`config.mk`:
```
export PLATFORM = sky130hd
export DESIGN_NAME = epat_mul
export DESIGN_NICKNAME = d
export VERILOG_FILES = /design/src/sv/epat_pkg.sv /design/src/sv/epat_mul.sv
export SDC_FILE = /design/constraint.sdc
export NUM_CORES = 2
export LEC_CHECK = 0
export ABC_AREA = 1
export BUFFER_PORTS_ARGS = -buffer_cell sky130_fd_sc_hd__buf_2
export CAP_MARGIN = 30
export CORE_MARGIN = 1.5
export CORE_UTILIZATION = 50
export CTS_BUF_LIST = sky130_fd_sc_hd__clkbuf_16
export CTS_CLUSTER_DIAMETER = 100
export DETAILED_ROUTE_END_ITERATION = 6
export PLACE_DENSITY_LB_ADDON = 0.3
export SETUP_SLACK_MARGIN = 0.2
export SYNTH_ARGS = -nofsm -noshare
export SYNTH_HDL_FRONTEND = slang
export SYNTH_SLANG_ARGS = --single-unit
```
`constraint.sdc`:
```
create_clock -name i_clk -period 16 [get_ports i_clk]
set_input_delay 2.4 -clock i_clk [delete_from_list [all_inputs] [get_ports i_clk]]
set_output_delay 2.4 -clock i_clk [all_outputs]
set_load 0.01 [all_outputs]
```
`src/sv/epat_pkg.sv`:
```
// ----------------------------------------------------------------------------
// Encoder angle tracker package
// Shared constants, codes and types of the angle tracker.
// ----------------------------------------------------------------------------
package epat_pkg;

    localparam int COUNT_BITS_DEF = 14;
    localparam int FRAC_BITS_DEF  = 16;

    localparam int POS_W      = 48;
    localparam int ACC_W      = 32;
    localparam int VEL_W      = 32;
    localparam int INTERP_W   = 17;
    localparam int GAIN_W     = 24;
    localparam int PERIOD_W   = 16;
    localparam int POLE_W     = 6;
    localparam int ANGLE_W    = 14;
    localparam int ERRCNT_W   = 8;
    localparam int TURN_OUT_W = 30;
    localparam int PHASE_W    = 16;

    // Shared multiplier operand and product widths.
    localparam int MA_W   = 33;
    localparam int MB_W   = 25;
    localparam int PROD_W = MA_W + MB_W;

    localparam int CFG_IDX_W  = 3;
    localparam int CFG_DATA_W = 24;

    localparam logic [ERRCNT_W-1:0] ERR_MAX     = 8'hFF;
    localparam logic [INTERP_W-1:0] INTERP_ONE  = 17'd65536;
    localparam logic [INTERP_W-1:0] INTERP_HALF = 17'd32768;
    localparam logic [PERIOD_W-1:0] TICK_RESET  = 16'd3277;

    typedef enum logic [CFG_IDX_W-1:0] {
        REG_POLE_PAIRS   = 3'd0,
        REG_ANGLE_OFFSET = 3'd1,
        REG_REVERSE      = 3'd2,
        REG_TICK_PERIOD  = 3'd3,
        REG_PROP_GAIN    = 3'd4,
        REG_INTEG_GAIN   = 3'd5,
        REG_ZERO_VEL     = 3'd6
    } t_cfg_reg;

    typedef enum logic [3:0] {
        ST_IDLE,
        ST_PRED,
        ST_STEP,
        ST_ERR,
        ST_MPOS,
        ST_APOS,
        ST_ATURN,
        ST_AVEL,
        ST_SNAP,
        ST_MINT,
        ST_AINT,
        ST_MPM,
        ST_MPI,
        ST_OUT
    } t_state;

    typedef enum logic [2:0] {
        MS_TICK_VEL,
        MS_PROP_DPOS,
        MS_PROP_DCPR,
        MS_INTEG_DCPR,
        MS_POLE_MECH,
        MS_POLE_INTERP
    } t_mul_sel;

    typedef struct packed {
        logic     in_ready;
        logic     out_load;
        t_mul_sel mul_sel;
        t_state   st;
    } t_ctrl;

endpackage

```
`src/sv/epat_mul.sv`:
```
// ----------------------------------------------------------------------------
// Shared multiplier
// Signed multiplier with a registered product, reused by every loop step.
// ----------------------------------------------------------------------------
module epat_mul (
    input  logic                                i_clk,
    input  logic signed [epat_pkg::MA_W-1:0]    i_a,
    input  logic signed [epat_pkg::MB_W-1:0]    i_b,
    output logic signed [epat_pkg::PROD_W-1:0]  o_prod
);

    logic signed [epat_pkg::PROD_W-1:0] r_prod;

    always_ff @(posedge i_clk) begin
        r_prod <= i_a * i_b;
    end

    assign o_prod = r_prod;

endmodule

```
==> qor.txt <==
DP Cell Count: 4996
Seq/Total Area, Yosys: 0.0358
Routed vias/inst: 4.99
Max Cap Viol: 0
CP Capture Type: register
CP startpoint kind: input pin
WL per Instance: 17.3 um
Layout Area Growth over Synthesis: 3.95%
Synth top area share: 0.520
RSZ-0062 raised after global routing: no
Tcrit/Tclk final: 0.563
CP peak stage delay: 840 ps
Buf/Inv on CP: 4
CTS-repair resized insts: 0
Non-Filler Instances: 5014
Most used DFF post-synth: dfxtp_1
Critical Path Most Common Cell: fa_1
CTS tree: yes
Synthesized Nets: 5273
Commonest cells in the netlist: inv_1, nand2_1, fa_1
Cell depth of the worst setup path: 20
Critical Path Fanout Max: 33
Worst Setup SP: i_b[1]
Antenna violations before repair: 2
Synth Cell Area: 0.0324 sq mm
Largest net degree at the start of global routing: 34
Worst Tran Pin Value: 923 ps
Post-synth EDFFs: 0
Final TNS setup: 0 ps
CP Cell Sequence: buf_2 -> nand2_1 -> inv_1 -> fa_1 -> fa_1 -> inv_1 -> fa_1 -> inv_1 -> fa_1 -> fa_1 -> fa_1 -> fa_1 -> ha_1 -> nand2_1 -> nor2_1 -> nand2_1 -> nor3_1 -> o21ai_0 -> nand4_1 -> nand2_1
CP required: 16240 ps
Initial Util: 0.504
Final Wtd Congestion: 0.974
Share of layout cells above drive strength 1: 0.0428
TritonCTS Buffers: 9
Synth Instances: 4215
Family with the most delay on the worst path: adder cells
Worst Path Arrival: 9250 ps
# nets final: 5210
Worst Hold Class: in2reg
Ranking of synthesized cells by area: fa_1, inv_1, nand2_1
Cell with the most instances after synthesis: inv_1
Drt first pass iters: 6
Kind of critical path: in2reg
Reg clk slew, reported paths: 60 ps
All-Layer GR Usage: 0.277
Initial DRC count: 1802
Via count: 25000
Clock Sinks: 58
Library cells used by synthesis: 34
First-pass GRT wire length: 143000 um
Flops & latches, synth: 58
DP HPWL: 73400 um
Clock Path Buffers: 2
Setup bufs post-CTS: 0
Largest register FFs: 58
Setup Viol. Count Final: 0
DRC: 0
Num ports: 117
Fmax: 111 MHz
Outcome: complete, no violations
Htree depth: 3
DRT antenna net count: 0
FFs w/ async S/R, synth: 0
Routed WL: 86900 um
Die Wd: 258 um
Port Buffers: 116
Die height: 258 um
Hold_sp: i_a[0]
Worst path slowest cell: fa_1
Grt ovf: 0
Slew margin rel.: 0.383
Core ar.: 0.0643 sq mm
Crit path time final: 9010 ps
Vias in the first global route: 26800
Fin. max-slew vios: 0
Synth Warn #: 0
FP Rows: 93
CP Capture Point: o_prod[49]
Clk root buf: clkbuf_16
Hold Buf Count CTS: 0
Avg Synthesized Cell Area: 7.70 sq um
DIE AREA: 0.0664 sq mm
Final Hold Vio Count: 0
Cell taking the most area after synthesis: fa_1
## kinds of logic (layout without fill, tap and decap cells)
kind of cell	Yosys count	after routing	synth area share
xor+xnor	36	36	0.00972
fa+ha+maj	999	999	0.580
simple gates	1464	1464	0.178
flops	58	58	0.0358
other cells	0	2	0
compound gates	82	82	0.0138
buf+inv	1576	1518	0.182
## metrics by stage
step	hold slack (ps)	util	instance area, sq um	setup slack (ps)
final	2580	0.524	33700	6990
after global routing	2600	0.524	33700	6510
after CTS	2570	0.524	33700	7050
after detailed placement	2800	0.519	33400	6690
after global placement	2790	0.519	33400	6770
after floorplan	2680	-	32400	7490
## layout by cell type, fill, tap and decap left out, drive strengths merged, types with 31 or more instances in the layout
cell type,instances
ha,157
inv,1378
a21oi,50
nor2,130
nand3,65
dfxtp,58
buf,124
xor2,31
fa,842
nand2,1226
## routing by layer
metal | wire length [um] | vias up | track usage
met1 | 36300 | 12600 | 0.377
met2 | 41200 | 934 | 0.453
met5 | 0 | - | 0
li1 | - | 11300 | -
met3 | 7000 | 166 | 0.0533
met4 | 2500 | 0 | 0.0786
## cell type report
type	count	area (sq um)
repair buffers	124	641
clock buffers	9	225
clock inverters	7	85.1
flip-flops and latches	58	1160
multi-input cells	2581	25400
inverters	1378	5170
well taps	855	1070
fillers	6149	30600
diodes	2	5.00
## worst min-delay path by stage
stage / end / slack, ps / cells past startpoint
floorplan: o_prod[0] / 2680 / 3
global placement: o_prod[18] / 2790 / 1
detailed placement: o_prod[43] / 2800 / 1
CTS: o_prod[0] / 2570 / 4
global route: o_prod[0] / 2600 / 4
finish: o_prod[0] / 2580 / 4
Power is not shown: default switching activity piles up to over one toggle a cycle in this logic, so the estimate is an artifact.
