===== config.mk =====
export PLATFORM = sky130hd
export DESIGN_NAME = epat_ctrl
export DESIGN_NICKNAME = d
export VERILOG_FILES = /design/src/sv/epat_pkg.sv /design/src/sv/epat_ctrl.sv
export SDC_FILE = /design/constraint.sdc
export NUM_CORES = 1
export LEC_CHECK = 0
export BUFFER_PORTS_ARGS = -buffer_cell sky130_fd_sc_hd__buf_2
export CELL_PAD_IN_SITES_DETAIL_PLACEMENT = 0
export CELL_PAD_IN_SITES_GLOBAL_PLACEMENT = 1
export CORE_AREA = 4 4 41 43
export DETAILED_ROUTE_END_ITERATION = 8
export DIE_AREA = 0 0 45 47
export GPL_TIMING_DRIVEN = 0
export HOLD_SLACK_MARGIN = 0.1
export PLACE_DENSITY_LB_ADDON = 0.3
export RECOVER_POWER = 100
export SYNTH_ARGS = -nofsm -noshare
export SYNTH_HDL_FRONTEND = slang
export SYNTH_SLANG_ARGS = --single-unit

===== constraint.sdc =====
create_clock -name i_clk -period 2.64 [get_ports i_clk]
set_clock_uncertainty 0.05 [all_clocks]
set_input_delay 0.132 -clock i_clk [delete_from_list [all_inputs] [get_ports i_clk]]
set_output_delay 0.132 -clock i_clk [all_outputs]
set_load 0.01 [all_outputs]

===== src/sv/epat_pkg.sv =====
// ----------------------------------------------------------------------------
// Encoder angle tracker package
// Shared constants, codes and types of the angle tracker.
// ----------------------------------------------------------------------------
package epat_pkg;

    localparam int COUNT_BITS_DEF = 14;
    localparam int FRAC_BITS_DEF  = 16;

    localparam int POS_W      = 48;
    localparam int ACC_W      = 32;
    localparam int VEL_W      = 32;
    localparam int INTERP_W   = 17;
    localparam int GAIN_W     = 24;
    localparam int PERIOD_W   = 16;
    localparam int POLE_W     = 6;
    localparam int ANGLE_W    = 14;
    localparam int ERRCNT_W   = 8;
    localparam int TURN_OUT_W = 30;
    localparam int PHASE_W    = 16;

    // Shared multiplier operand and product widths.
    localparam int MA_W   = 33;
    localparam int MB_W   = 25;
    localparam int PROD_W = MA_W + MB_W;

    localparam int CFG_IDX_W  = 3;
    localparam int CFG_DATA_W = 24;

    localparam logic [ERRCNT_W-1:0] ERR_MAX     = 8'hFF;
    localparam logic [INTERP_W-1:0] INTERP_ONE  = 17'd65536;
    localparam logic [INTERP_W-1:0] INTERP_HALF = 17'd32768;
    localparam logic [PERIOD_W-1:0] TICK_RESET  = 16'd3277;

    typedef enum logic [CFG_IDX_W-1:0] {
        REG_POLE_PAIRS   = 3'd0,
        REG_ANGLE_OFFSET = 3'd1,
        REG_REVERSE      = 3'd2,
        REG_TICK_PERIOD  = 3'd3,
        REG_PROP_GAIN    = 3'd4,
        REG_INTEG_GAIN   = 3'd5,
        REG_ZERO_VEL     = 3'd6
    } t_cfg_reg;

    typedef enum logic [3:0] {
        ST_IDLE,
        ST_PRED,
        ST_STEP,
        ST_ERR,
        ST_MPOS,
        ST_APOS,
        ST_ATURN,
        ST_AVEL,
        ST_SNAP,
        ST_MINT,
        ST_AINT,
        ST_MPM,
        ST_MPI,
        ST_OUT
    } t_state;

    typedef enum logic [2:0] {
        MS_TICK_VEL,
        MS_PROP_DPOS,
        MS_PROP_DCPR,
        MS_INTEG_DCPR,
        MS_POLE_MECH,
        MS_POLE_INTERP
    } t_mul_sel;

    typedef struct packed {
        logic     in_ready;
        logic     out_load;
        t_mul_sel mul_sel;
        t_state   st;
    } t_ctrl;

endpackage


===== src/sv/epat_ctrl.sv =====
// ----------------------------------------------------------------------------
// Tracker sequencer
// Steps one item through the loop update, one shared multiply per step.
// ----------------------------------------------------------------------------
module epat_ctrl (
    input  logic            i_clk,
    input  logic            i_rst_n,
    input  logic            i_in_valid,
    input  logic            i_out_free,
    output epat_pkg::t_ctrl o_ctrl
);

    epat_pkg::t_state r_state;
    epat_pkg::t_state n_state;

    always_ff @(posedge i_clk) begin
        if (!i_rst_n) begin
            r_state <= epat_pkg::ST_IDLE;
        end else begin
            r_state <= n_state;
        end
    end

    always_comb begin
        n_state = r_state;
        unique case (r_state)
            epat_pkg::ST_IDLE:  if (i_in_valid) n_state = epat_pkg::ST_PRED;
            epat_pkg::ST_PRED:  n_state = epat_pkg::ST_STEP;
            epat_pkg::ST_STEP:  n_state = epat_pkg::ST_ERR;
            epat_pkg::ST_ERR:   n_state = epat_pkg::ST_MPOS;
            epat_pkg::ST_MPOS:  n_state = epat_pkg::ST_APOS;
            epat_pkg::ST_APOS:  n_state = epat_pkg::ST_ATURN;
            epat_pkg::ST_ATURN: n_state = epat_pkg::ST_AVEL;
            epat_pkg::ST_AVEL:  n_state = epat_pkg::ST_SNAP;
            epat_pkg::ST_SNAP:  n_state = epat_pkg::ST_MINT;
            epat_pkg::ST_MINT:  n_state = epat_pkg::ST_AINT;
            epat_pkg::ST_AINT:  n_state = epat_pkg::ST_MPM;
            epat_pkg::ST_MPM:   n_state = epat_pkg::ST_MPI;
            epat_pkg::ST_MPI:   n_state = epat_pkg::ST_OUT;
            epat_pkg::ST_OUT:   if (i_out_free) n_state = epat_pkg::ST_IDLE;
            default:            n_state = epat_pkg::ST_IDLE;
        endcase
    end

    // The phase product must stay put while the result waits for the
    // output register, so its operands are held through the last step.
    always_comb begin
        o_ctrl.st       = r_state;
        o_ctrl.in_ready = (r_state == epat_pkg::ST_IDLE);
        o_ctrl.out_load = (r_state == epat_pkg::ST_OUT) && i_out_free;
        unique case (r_state) inside
            epat_pkg::ST_MPOS:  o_ctrl.mul_sel = epat_pkg::MS_PROP_DPOS;
            epat_pkg::ST_APOS:  o_ctrl.mul_sel = epat_pkg::MS_PROP_DCPR;
            epat_pkg::ST_ATURN: o_ctrl.mul_sel = epat_pkg::MS_INTEG_DCPR;
            epat_pkg::ST_MPM:   o_ctrl.mul_sel = epat_pkg::MS_POLE_MECH;
            epat_pkg::ST_MPI, epat_pkg::ST_OUT:
                                o_ctrl.mul_sel = epat_pkg::MS_POLE_INTERP;
            default:            o_ctrl.mul_sel = epat_pkg::MS_TICK_VEL;
        endcase
    end

endmodule


==> results.yml, run 1 <==
outcome:
  status: "finished, final reports clean"
routing:
  drc: 0
  num_vias: 286
  drt-initial-drc-count: 1
  postRouteAntennaNets: 0
  wl_per_cell_um: 11.08
  via_per_inst: 4.469
  drt-total-wl_um: 709
  dr.pass1.iters: 2
clocking:
  postCtsSetupBuffers: 0
  cts_tree: "yes"
  clkLatencyLatePin_ns: 0.23
  cts-root-buf: "clkbuf_4"
  h-tree-depth: 1
  cts_made_buffers: 3
  cts_buffer_depth: 2
  clk_pin_slew_ns: 0.04
  post_cts_resized: 0
  clock-sinks: 4
setup_path:
  critPathLaunchType: "flip-flop"
  cp_max_fo: 10
  rrSetupSlack_ns: 1.26
  worstPathArrival_ns: 1.55
  cp.required_ns: 2.46
  cpMaxStageDelayCell: "clkbuf_1"
  slowest_delay_ns: 0.38
  worstSetupPathType: "reg -> out"
  crit_top_cell: "clkbuf_1"
  crit_chain: "clkbuf_1, nand2_1, mux2i_1, and2_2, clkbuf_1"
  end_kind: "output pin"
sta:
  tightest_slew_ns: 0.4451
  finalHoldViolCount: 0
  fmax_ghz: 0.5773
  final.setup.tns_ns: 0
  slew_headroom_pct: 70.32
  setup_viol: 0
  rsz0062_at_grt: "false"
  fin_crit_sh_pct: 65.62
  drv_slew: 0
  layout_min_cycle_time_ns: 1.732
die:
  die_w_um: 45
  die_y_um: 47
  rows: 13
  core_um2: 1301
  start_util_pct: 19.90
  die_area_um2: 2115
  ioPinCount: 13
layout:
  mostFrequentLayoutCell: "clkbuf_1"
  largest_register: "r_state"
  nets: 55
  antennaDiodeCount: 0
  mostFrequentLayoutCells: "clkbuf_1, nand2_1, buf_2, dfxtp_1"
  area_growth_pct: 35.27
  drive_above_1_share_pct: 18.37
  top_regs: "r_state (4)"
  layoutNonFillerInstCount: 64
  largest_reg_flops: 4
grt:
  grtUsageMet2_pct: 9.887
  grt_pass1_vias: 240
  grt_start_max_net_pins: 11
  busiest_layer: "met2"
  grtUsageTotal_pct: 7.115
  antenna_found_initial: 0
  use_met3_pct: 6.130
  grt-ovfl-total: 0
  grt_pass1_wl_mm: 1.035
  global_route.usage.met1_pct: 8.884
yosys:
  netlist_area_um2: 259.0
  synth_area_per_cell_um2: 7.848
  syn_nets: 37
  synth_cells: 33
  ys_seq_area_share_pct: 30.92
  ys_ff_latch: 4
  synth_cell_types: 20
  yosys_warnings: 0
power:
  leakage_nw: 0.1326
  power_density_nw_per_um2: 554.1
  peakVddDrop_uv: 237.1
hold_path:
  hp-class: "in -> reg"
flow_run:
  maxCapViolations: 0
place:
  hpwl_um: 517.6
  placed_cells: 60
  gp_congestion: 0.7236
  port_buffers: 12
## routing by layer
layer  part of all wire (%)  up-vias
li1                       -      151
met1                     48      126
met2                     42        9
met3                     10        0
met4                      0        0
met5                      0        -
## critical path, delay by kind of cell, from the launching register on
kind	cells	cell delay, ns
buf+inv	2	0.52
flops	1	0.37
simple gates	2	0.28
mux	1	0.13
## timing repair
item,in CTS,in global routing
endpoints found under the setup margin,0,0
hold buffers,1,0
endpoints found under the hold margin,1,0
## synth_stat cells
cell type / instances / area share (%)
buf_2: 2 / 3.9
nor2_1: 1 / 1.4
a221oi_1: 1 / 3.4
buf_6: 1 / 4.3
and2b_2: 1 / 3.4
o21ai_0: 2 / 3.9
mux2i_1: 2 / 7.7
xnor2_1: 1 / 3.4
and4_1: 1 / 3.4
a211oi_1: 1 / 2.9
dfxtp_1: 4 / 31
nor4_1: 1 / 2.4
nand2_1: 5 / 7.2
nor3_1: 2 / 3.9
nand3_1: 3 / 5.8
a21boi_0: 1 / 2.9
a21oi_1: 1 / 1.9
inv_1: 1 / 1.4
or4_1: 1 / 2.9
and2_2: 1 / 2.9
## power by group
group	switching [W]	internal [W]
combinational	0.0000282	0.0000196
sequential	0.00000461	0.0000654
clock	0.0000254	0.0000509
total	0.0000583	0.000136
## layout make-up
| class | instances | area (µm²) |
|---|---|---|
| Tap cell | 15 | 18.77 |
| Clock buffer | 3 | 22.52 |
| Inverter | 1 | 3.754 |
| Sequential cell | 4 | 80.08 |
| Fill cell | 165 | 950.9 |
| Multi-Input combinational cell | 25 | 153.9 |
| Timing Repair Buffer | 13 | 58.81 |
| Buffer | 3 | 12.51 |
## path summary, 6_finish.rpt
path                           start                      end  cells after the start
max          r_state[1]$_SDFFE_PN0P_                o_ctrl[6]                      5
min                       i_in_valid  r_state[0]$_SDFFE_PN0P_                      3
max reg2reg  r_state[3]$_SDFFE_PN0P_  r_state[0]$_SDFFE_PN0P_                      3
min reg2reg  r_state[2]$_SDFFE_PN0P_  r_state[3]$_SDFFE_PN0P_                      2
## metrics by stage
| stage | util [%] | total power [W] | cell area, µm² | worst slack [ns] | hold WS, ns |
|---|---|---|---|---|---|
| 3_5_place_dp | 25.96 | 0.0001202 | 337.8 | 1.355 | 0.3420 |
| 5_1_grt | 26.92 | 0.0002078 | 350.3 | 0.7880 | 0.2031 |
| 3_3_place_gp | 25.96 | 0.0001205 | 337.8 | 1.359 | 0.3432 |
| 2_1_floorplan | - | 0.0001030 | 259.0 | 1.336 | 0.1958 |
| 6_report | 26.92 | 0.0001941 | 350.3 | 0.9078 | 0.1963 |
| 4_1_cts | 28.46 | 0.0002006 | 370.4 | 1.130 | 0.1929 |
## cells by family after synthesis
logic type | Yosys count | share of synthesized area, %
xor+xnor | 1 | 3.382
buf+inv | 4 | 9.660
mux | 2 | 7.730
compound gates | 6 | 14.98
simple gates | 16 | 33.34
flops | 4 | 30.92
Power figures use the tool's default switching activity.
==> run 2, diff against run 1 <==
==> constraint.sdc (replaced) <==
create_clock -name i_clk -period 1.8 [get_ports i_clk]
set_clock_uncertainty 0.05 [all_clocks]
set_input_delay 0.09 -clock i_clk [delete_from_list [all_inputs] [get_ports i_clk]]
set_output_delay 0.09 -clock i_clk [all_outputs]
set_load 0.01 [all_outputs]
==> run 2 against run 1 <==
Effect of this change: sequential share of layout area fell by 0.56 points; non-clock buffer count unchanged; worst hold slack worse by 0.042 ns; core utilization grew 0.67 points; critical endpoint unchanged; design area grew 2.5%; highest routed layer unchanged; sequential power grew 47%; critical path depth did not move; die area is the same; clock power grew 47%; largest power group unchanged; routed wire length rose by 0.71%; register-to-register slack lost 0.75 ns; largest cell class unchanged.
==> results.yml, run 2 (synthesis gave the netlist of run 1 again) <==
sta:
  layout_min_cycle_time_ns: 1.496
  fin_hold_ws_ns: 0.1543
  slew_headroom_pct: 81.17
  tightest_slew_ns: 0.2821
  finalHoldViolCount: 0
  setup_viol: 0
  rsz0062_at_grt: "false"
  final.setup.tns_ns: 0
  drv_slew: 0
  fmax_ghz: 0.6687
  setup_ws_ns: 0.3045
  fin_crit_sh_pct: 83.08
power:
  pwr-share-seq_pct: 35.9
  p_int_w: 0.0002003
  peakVddDrop_uv: 347.8
  sw_frac_of_total_pct: 29.91
  clockPowerShare_pct: 39.2
  leakage_nw: 0.1415
  power_density_nw_per_um2: 795.7
  p_comb_share_pct: 24.9
  power.switching_w: 0.00008545
die:
  die_area_um2: 2115
  rows: 13
  die_w_um: 45
  start_util_pct: 19.90
  core_um2: 1301
  die_y_um: 47
  ioPinCount: 13
grt:
  grt_pass1_wl_mm: 1.035
  antenna_found_initial: 0
  grt-ovfl-total: 0
  grt_pass1_vias: 240
  grt_start_max_net_pins: 11
  grtUsageTotal_pct: 7.115
clocking:
  clock-sinks: 4
  cts-root-buf: "clkbuf_4"
  clk_pin_slew_ns: 0.04
  cts_tree: "yes"
  cts_buffer_depth: 2
  h-tree-depth: 1
  cts_made_buffers: 3
  clkLatencyLatePin_ns: 0.23
place:
  hpwl_um: 517.6
  gp_congestion: 0.7236
  post-place-ws_ns: 0.5150
  place_area_um2: 337.8
  port_buffers: 12
layout:
  n_fill_cell: 163
  drive_above_1_share_pct: 22.45
  nets: 55
  final_area_um2: 359.1
  utilization_pct: 27.60
  area_growth_pct: 38.65
  mostFrequentLayoutCell: "clkbuf_1"
  antennaDiodeCount: 0
  largest_register: "r_state"
  largest_reg_flops: 4
  mostFrequentLayoutCells: "clkbuf_1, buf_2, nand2_1, dfxtp_1"
  top_regs: "r_state (4)"
setup_path:
  end_kind: "output pin"
  cp_max_fo: 10
  cp.required_ns: 1.66
  worstPathArrival_ns: 1.36
  worstSetupPathType: "reg -> out"
  critPathLaunchType: "flip-flop"
routing:
  top_layer_used: "met3"
  wl_met2_um: 300
  drt-met1-wl_um: 342
  num_vias: 285
  postRouteAntennaNets: 0
  wl_per_cell_um: 11.16
  via_per_inst: 4.453
  dr_wl_met3_um: 71
  drt-total-wl_um: 714
  drc: 0
  dr.pass1.iters: 2
  drt-initial-drc-count: 1
outcome:
  status: "finished, final reports clean"
hold_path:
  hp-class: "in -> reg"
flow_run:
  maxCapViolations: 0
-- run 2: worst max-delay path: stages, from the launching register on --
cell and delay, ns:
dfxtp_1 0.37, buf_2 0.24, nand2_1 0.10, mux2i_1 0.12, and2_2 0.14, clkbuf_1 0.14
-- run 2: worst paths after layout --
path	depth (start not counted)	slack, ns	startpoint	end
setup / recovery	5	0.30	r_state[1]$_SDFFE_PN0P_	o_ctrl[6]
hold / removal	3	0.15	i_in_valid	r_state[0]$_SDFFE_PN0P_
setup reg to reg	3	0.51	r_state[3]$_SDFFE_PN0P_	r_state[0]$_SDFFE_PN0P_
hold reg to reg	2	0.54	r_state[3]$_SDFFE_PN0P_	r_state[2]$_SDFFE_PN0P_
-- run 2: stage by stage --
| step | std cells | total power, W |
|---|---|---|
| floorplan | 33 | 0.0001510 |
| global placement | 60 | 0.0001767 |
| detailed placement | 60 | 0.0001763 |
| CTS | 64 | 0.0002942 |
| global route | 64 | 0.0003056 |
| finish | 64 | 0.0002857 |
-- run 2: cell type report --
class | count | area, µm² | share of cell area (%)
sequential | 4 | 80.08 | 22.30
tap | 15 | 18.77 | 5.226
clock buffer | 3 | 22.52 | 6.272
multi-input combinational | 25 | 153.9 | 42.86
timing repair buffer | 13 | 58.81 | 16.38
inverter | 1 | 3.754 | 1.045
buffer | 3 | 21.27 | 5.923
-- run 2: layer usage --
metal  vias up  GRT usage (%)
li1        151              -
met1       125          8.884
met2         9          9.887
met3         0          6.130
met4         0              0
met5         -              0
-- run 2: power groups by stage --
stage               Combinational (W)  Clock (W)  Sequential, W
floorplan                   0.0000450          0       0.000106
global placement            0.0000732          0       0.000103
detailed placement          0.0000726          0       0.000104
CTS                         0.0000746   0.000117       0.000102
finish                      0.0000713   0.000112       0.000103
global route                0.0000774   0.000125       0.000103
-- run 2: what timing repair did --
item                                   CTS  global route
buffers inserted                         0             0
hold buffers                             1             0
gates resized for setup                  0             0
endpoints found under the hold margin    3             0
==> run 3, diff against run 2 <==
==> constraint.sdc (replaced) <==
create_clock -name i_clk -period 1.5 [get_ports i_clk]
set_clock_uncertainty 0.05 [all_clocks]
set_input_delay 0.075 -clock i_clk [delete_from_list [all_inputs] [get_ports i_clk]]
set_output_delay 0.075 -clock i_clk [all_outputs]
set_load 0.01 [all_outputs]
==> run 3 against run 2 <==
Effect of this change: sequential share of layout area shrank 0.19 points; sequential cell count is the same; worst setup slack lost 0.20 ns; sequential power grew 19%; clock power grew 20%; via count is the same; register-to-register slack lost 0.30 ns; worst hold slack lost 0.014 ns; design area grew 2.4%; routed wire length shrank 0.84%.
==> results.yml, run 3 (synthesis gave the netlist of run 1 again) <==
sta:
  fin_hold_ws_ns: 0.1407
  fin_crit_sh_pct: 92.76
  drv_slew: 0
  slew_headroom_pct: 85.34
  layout_min_cycle_time_ns: 1.391
  rsz0062_at_grt: "false"
  tightest_slew_ns: 0.2178
  final.setup.tns_ns: 0
  finalHoldViolCount: 0
  setup_viol: 0
  fmax_ghz: 0.7187
setup_path:
  r2r-start: "r_state[3]$_SDFFE_PN0P_"
  worstSetupPathType: "reg -> out"
  cp_max_fo: 10
  cp.required_ns: 1.37
  reg2reg_to: "r_state[0]$_SDFFE_PN0P_"
  startpoint: "r_state[3]$_SDFFE_PN0P_"
  worstPathArrival_ns: 1.27
  reg2reg_depth: 3
  end_kind: "output pin"
  critPathLaunchType: "flip-flop"
  rrSetupSlack_ns: 0.21
  cp-endpoint: "o_ctrl[4]"
clocking:
  cts_buffer_depth: 2
  clkLatencyLatePin_ns: 0.23
  clock-sinks: 4
  postCtsSetupBuffers: 0
  h-tree-depth: 1
  cts-root-buf: "clkbuf_4"
  clk_pin_slew_ns: 0.04
  cts_made_buffers: 3
  cts_tree: "yes"
layout:
  top_regs: "r_state (4)"
  largest_register: "r_state"
  nets: 55
  mostFrequentLayoutCells: "buf_2, nand2_1, clkbuf_1"
  mostFrequentLayoutCell: "buf_2"
  antennaDiodeCount: 0
  area_growth_pct: 42.03
  drive_above_1_share_pct: 32.65
  largest_reg_flops: 4
hold_path:
  min_from: "i_in_valid"
  whs_path_depth: 3
  hp-class: "in -> reg"
routing:
  dr.pass1.iters: 2
  drt-total-wl_um: 708
  drt-initial-drc-count: 1
  num_vias: 285
  postRouteAntennaNets: 0
  drc: 0
  via_per_inst: 4.453
  wl_per_cell_um: 11.06
flow_run:
  maxCapViolations: 0
die:
  start_util_pct: 19.90
  die_area_um2: 2115
  die_w_um: 45
  core_um2: 1301
  ioPinCount: 13
  rows: 13
  die_y_um: 47
grt:
  grtUsageTotal_pct: 7.115
  grt_pass1_vias: 240
  grt_pass1_wl_mm: 1.035
  grt_start_max_net_pins: 11
  grt-ovfl-total: 0
  antenna_found_initial: 0
power:
  leakage_nw: 0.1592
  peakVddDrop_uv: 408.5
  power_density_nw_per_um2: 942.0
  power_w: 0.0003465
outcome:
  status: "finished, final reports clean"
place:
  hpwl_um: 517.6
  gp_congestion: 0.7236
  port_buffers: 12
## run 3: changes by cell type in the layout (fill, tap and decap cells not counted), sizes merged
cell    before  now
clkbuf      12    8
buf          6   10
## run 3: how the worst min path moves through the flow
stage / endpoint / slack, ns
final: r_state[0]$_SDFFE_PN0P_ / 0.14
after global routing: r_state[0]$_SDFFE_PN0P_ / 0.15
after CTS: r_state[0]$_SDFFE_PN0P_ / 0.14
after detailed placement: r_state[1]$_SDFFE_PN0P_ / 0.29
after global placement: r_state[1]$_SDFFE_PN0P_ / 0.29
after floorplan: r_state[1]$_SDFFE_PN0P_ / 0.14
## run 3: repair_timing
action | 4_1_cts | 5_1_grt
endpoints found under the hold margin | 4 | 0
hold buffers | 1 | 0
setup endpoints to repair | 0 | 1
resized for setup | 0 | 3
## run 3: critical path, cell delays in order, from the launching register on
cell      delay [ns]
dfxtp_1         0.33
buf_6           0.13
and2b_2         0.22
a211oi_1        0.17
clkbuf_1        0.18
## run 3: stage by stage
step	instances	utilization (%)	cell area (µm²)	worst slack (ns)
finish	64	28.27	367.9	0.1087
global route	64	28.27	367.9	0.002556
CTS	64	28.46	370.4	0.04696
detailed placement	60	25.96	337.8	0.2150
global placement	60	25.96	337.8	0.2186
floorplan	33	-	259.0	0.1965
## run 3: where the power goes
part | internal, W | switching [W]
sequential | 0.000115 | 0.00000803
clock | 0.0000895 | 0.0000447
combinational | 0.0000391 | 0.0000497
## run 3: layout make-up
type                       instances  area (µm²)
buffer                             3       23.77
clock buffer                       3       22.52
fill                             164       933.4
inverter                           1       3.754
multi-input combinational         25       153.9
sequential                         4       81.33
tap                               15       18.77
timing repair buffer              13       63.81
## run 3: metal layers
| layer | GRT usage [%] | share of wire, % |
|---|---|---|
| met1 | 8.884 | 48 |
| met5 | 0 | 0 |
| met2 | 9.887 | 42 |
| met3 | 6.130 | 10 |
| met4 | 0 | 0 |
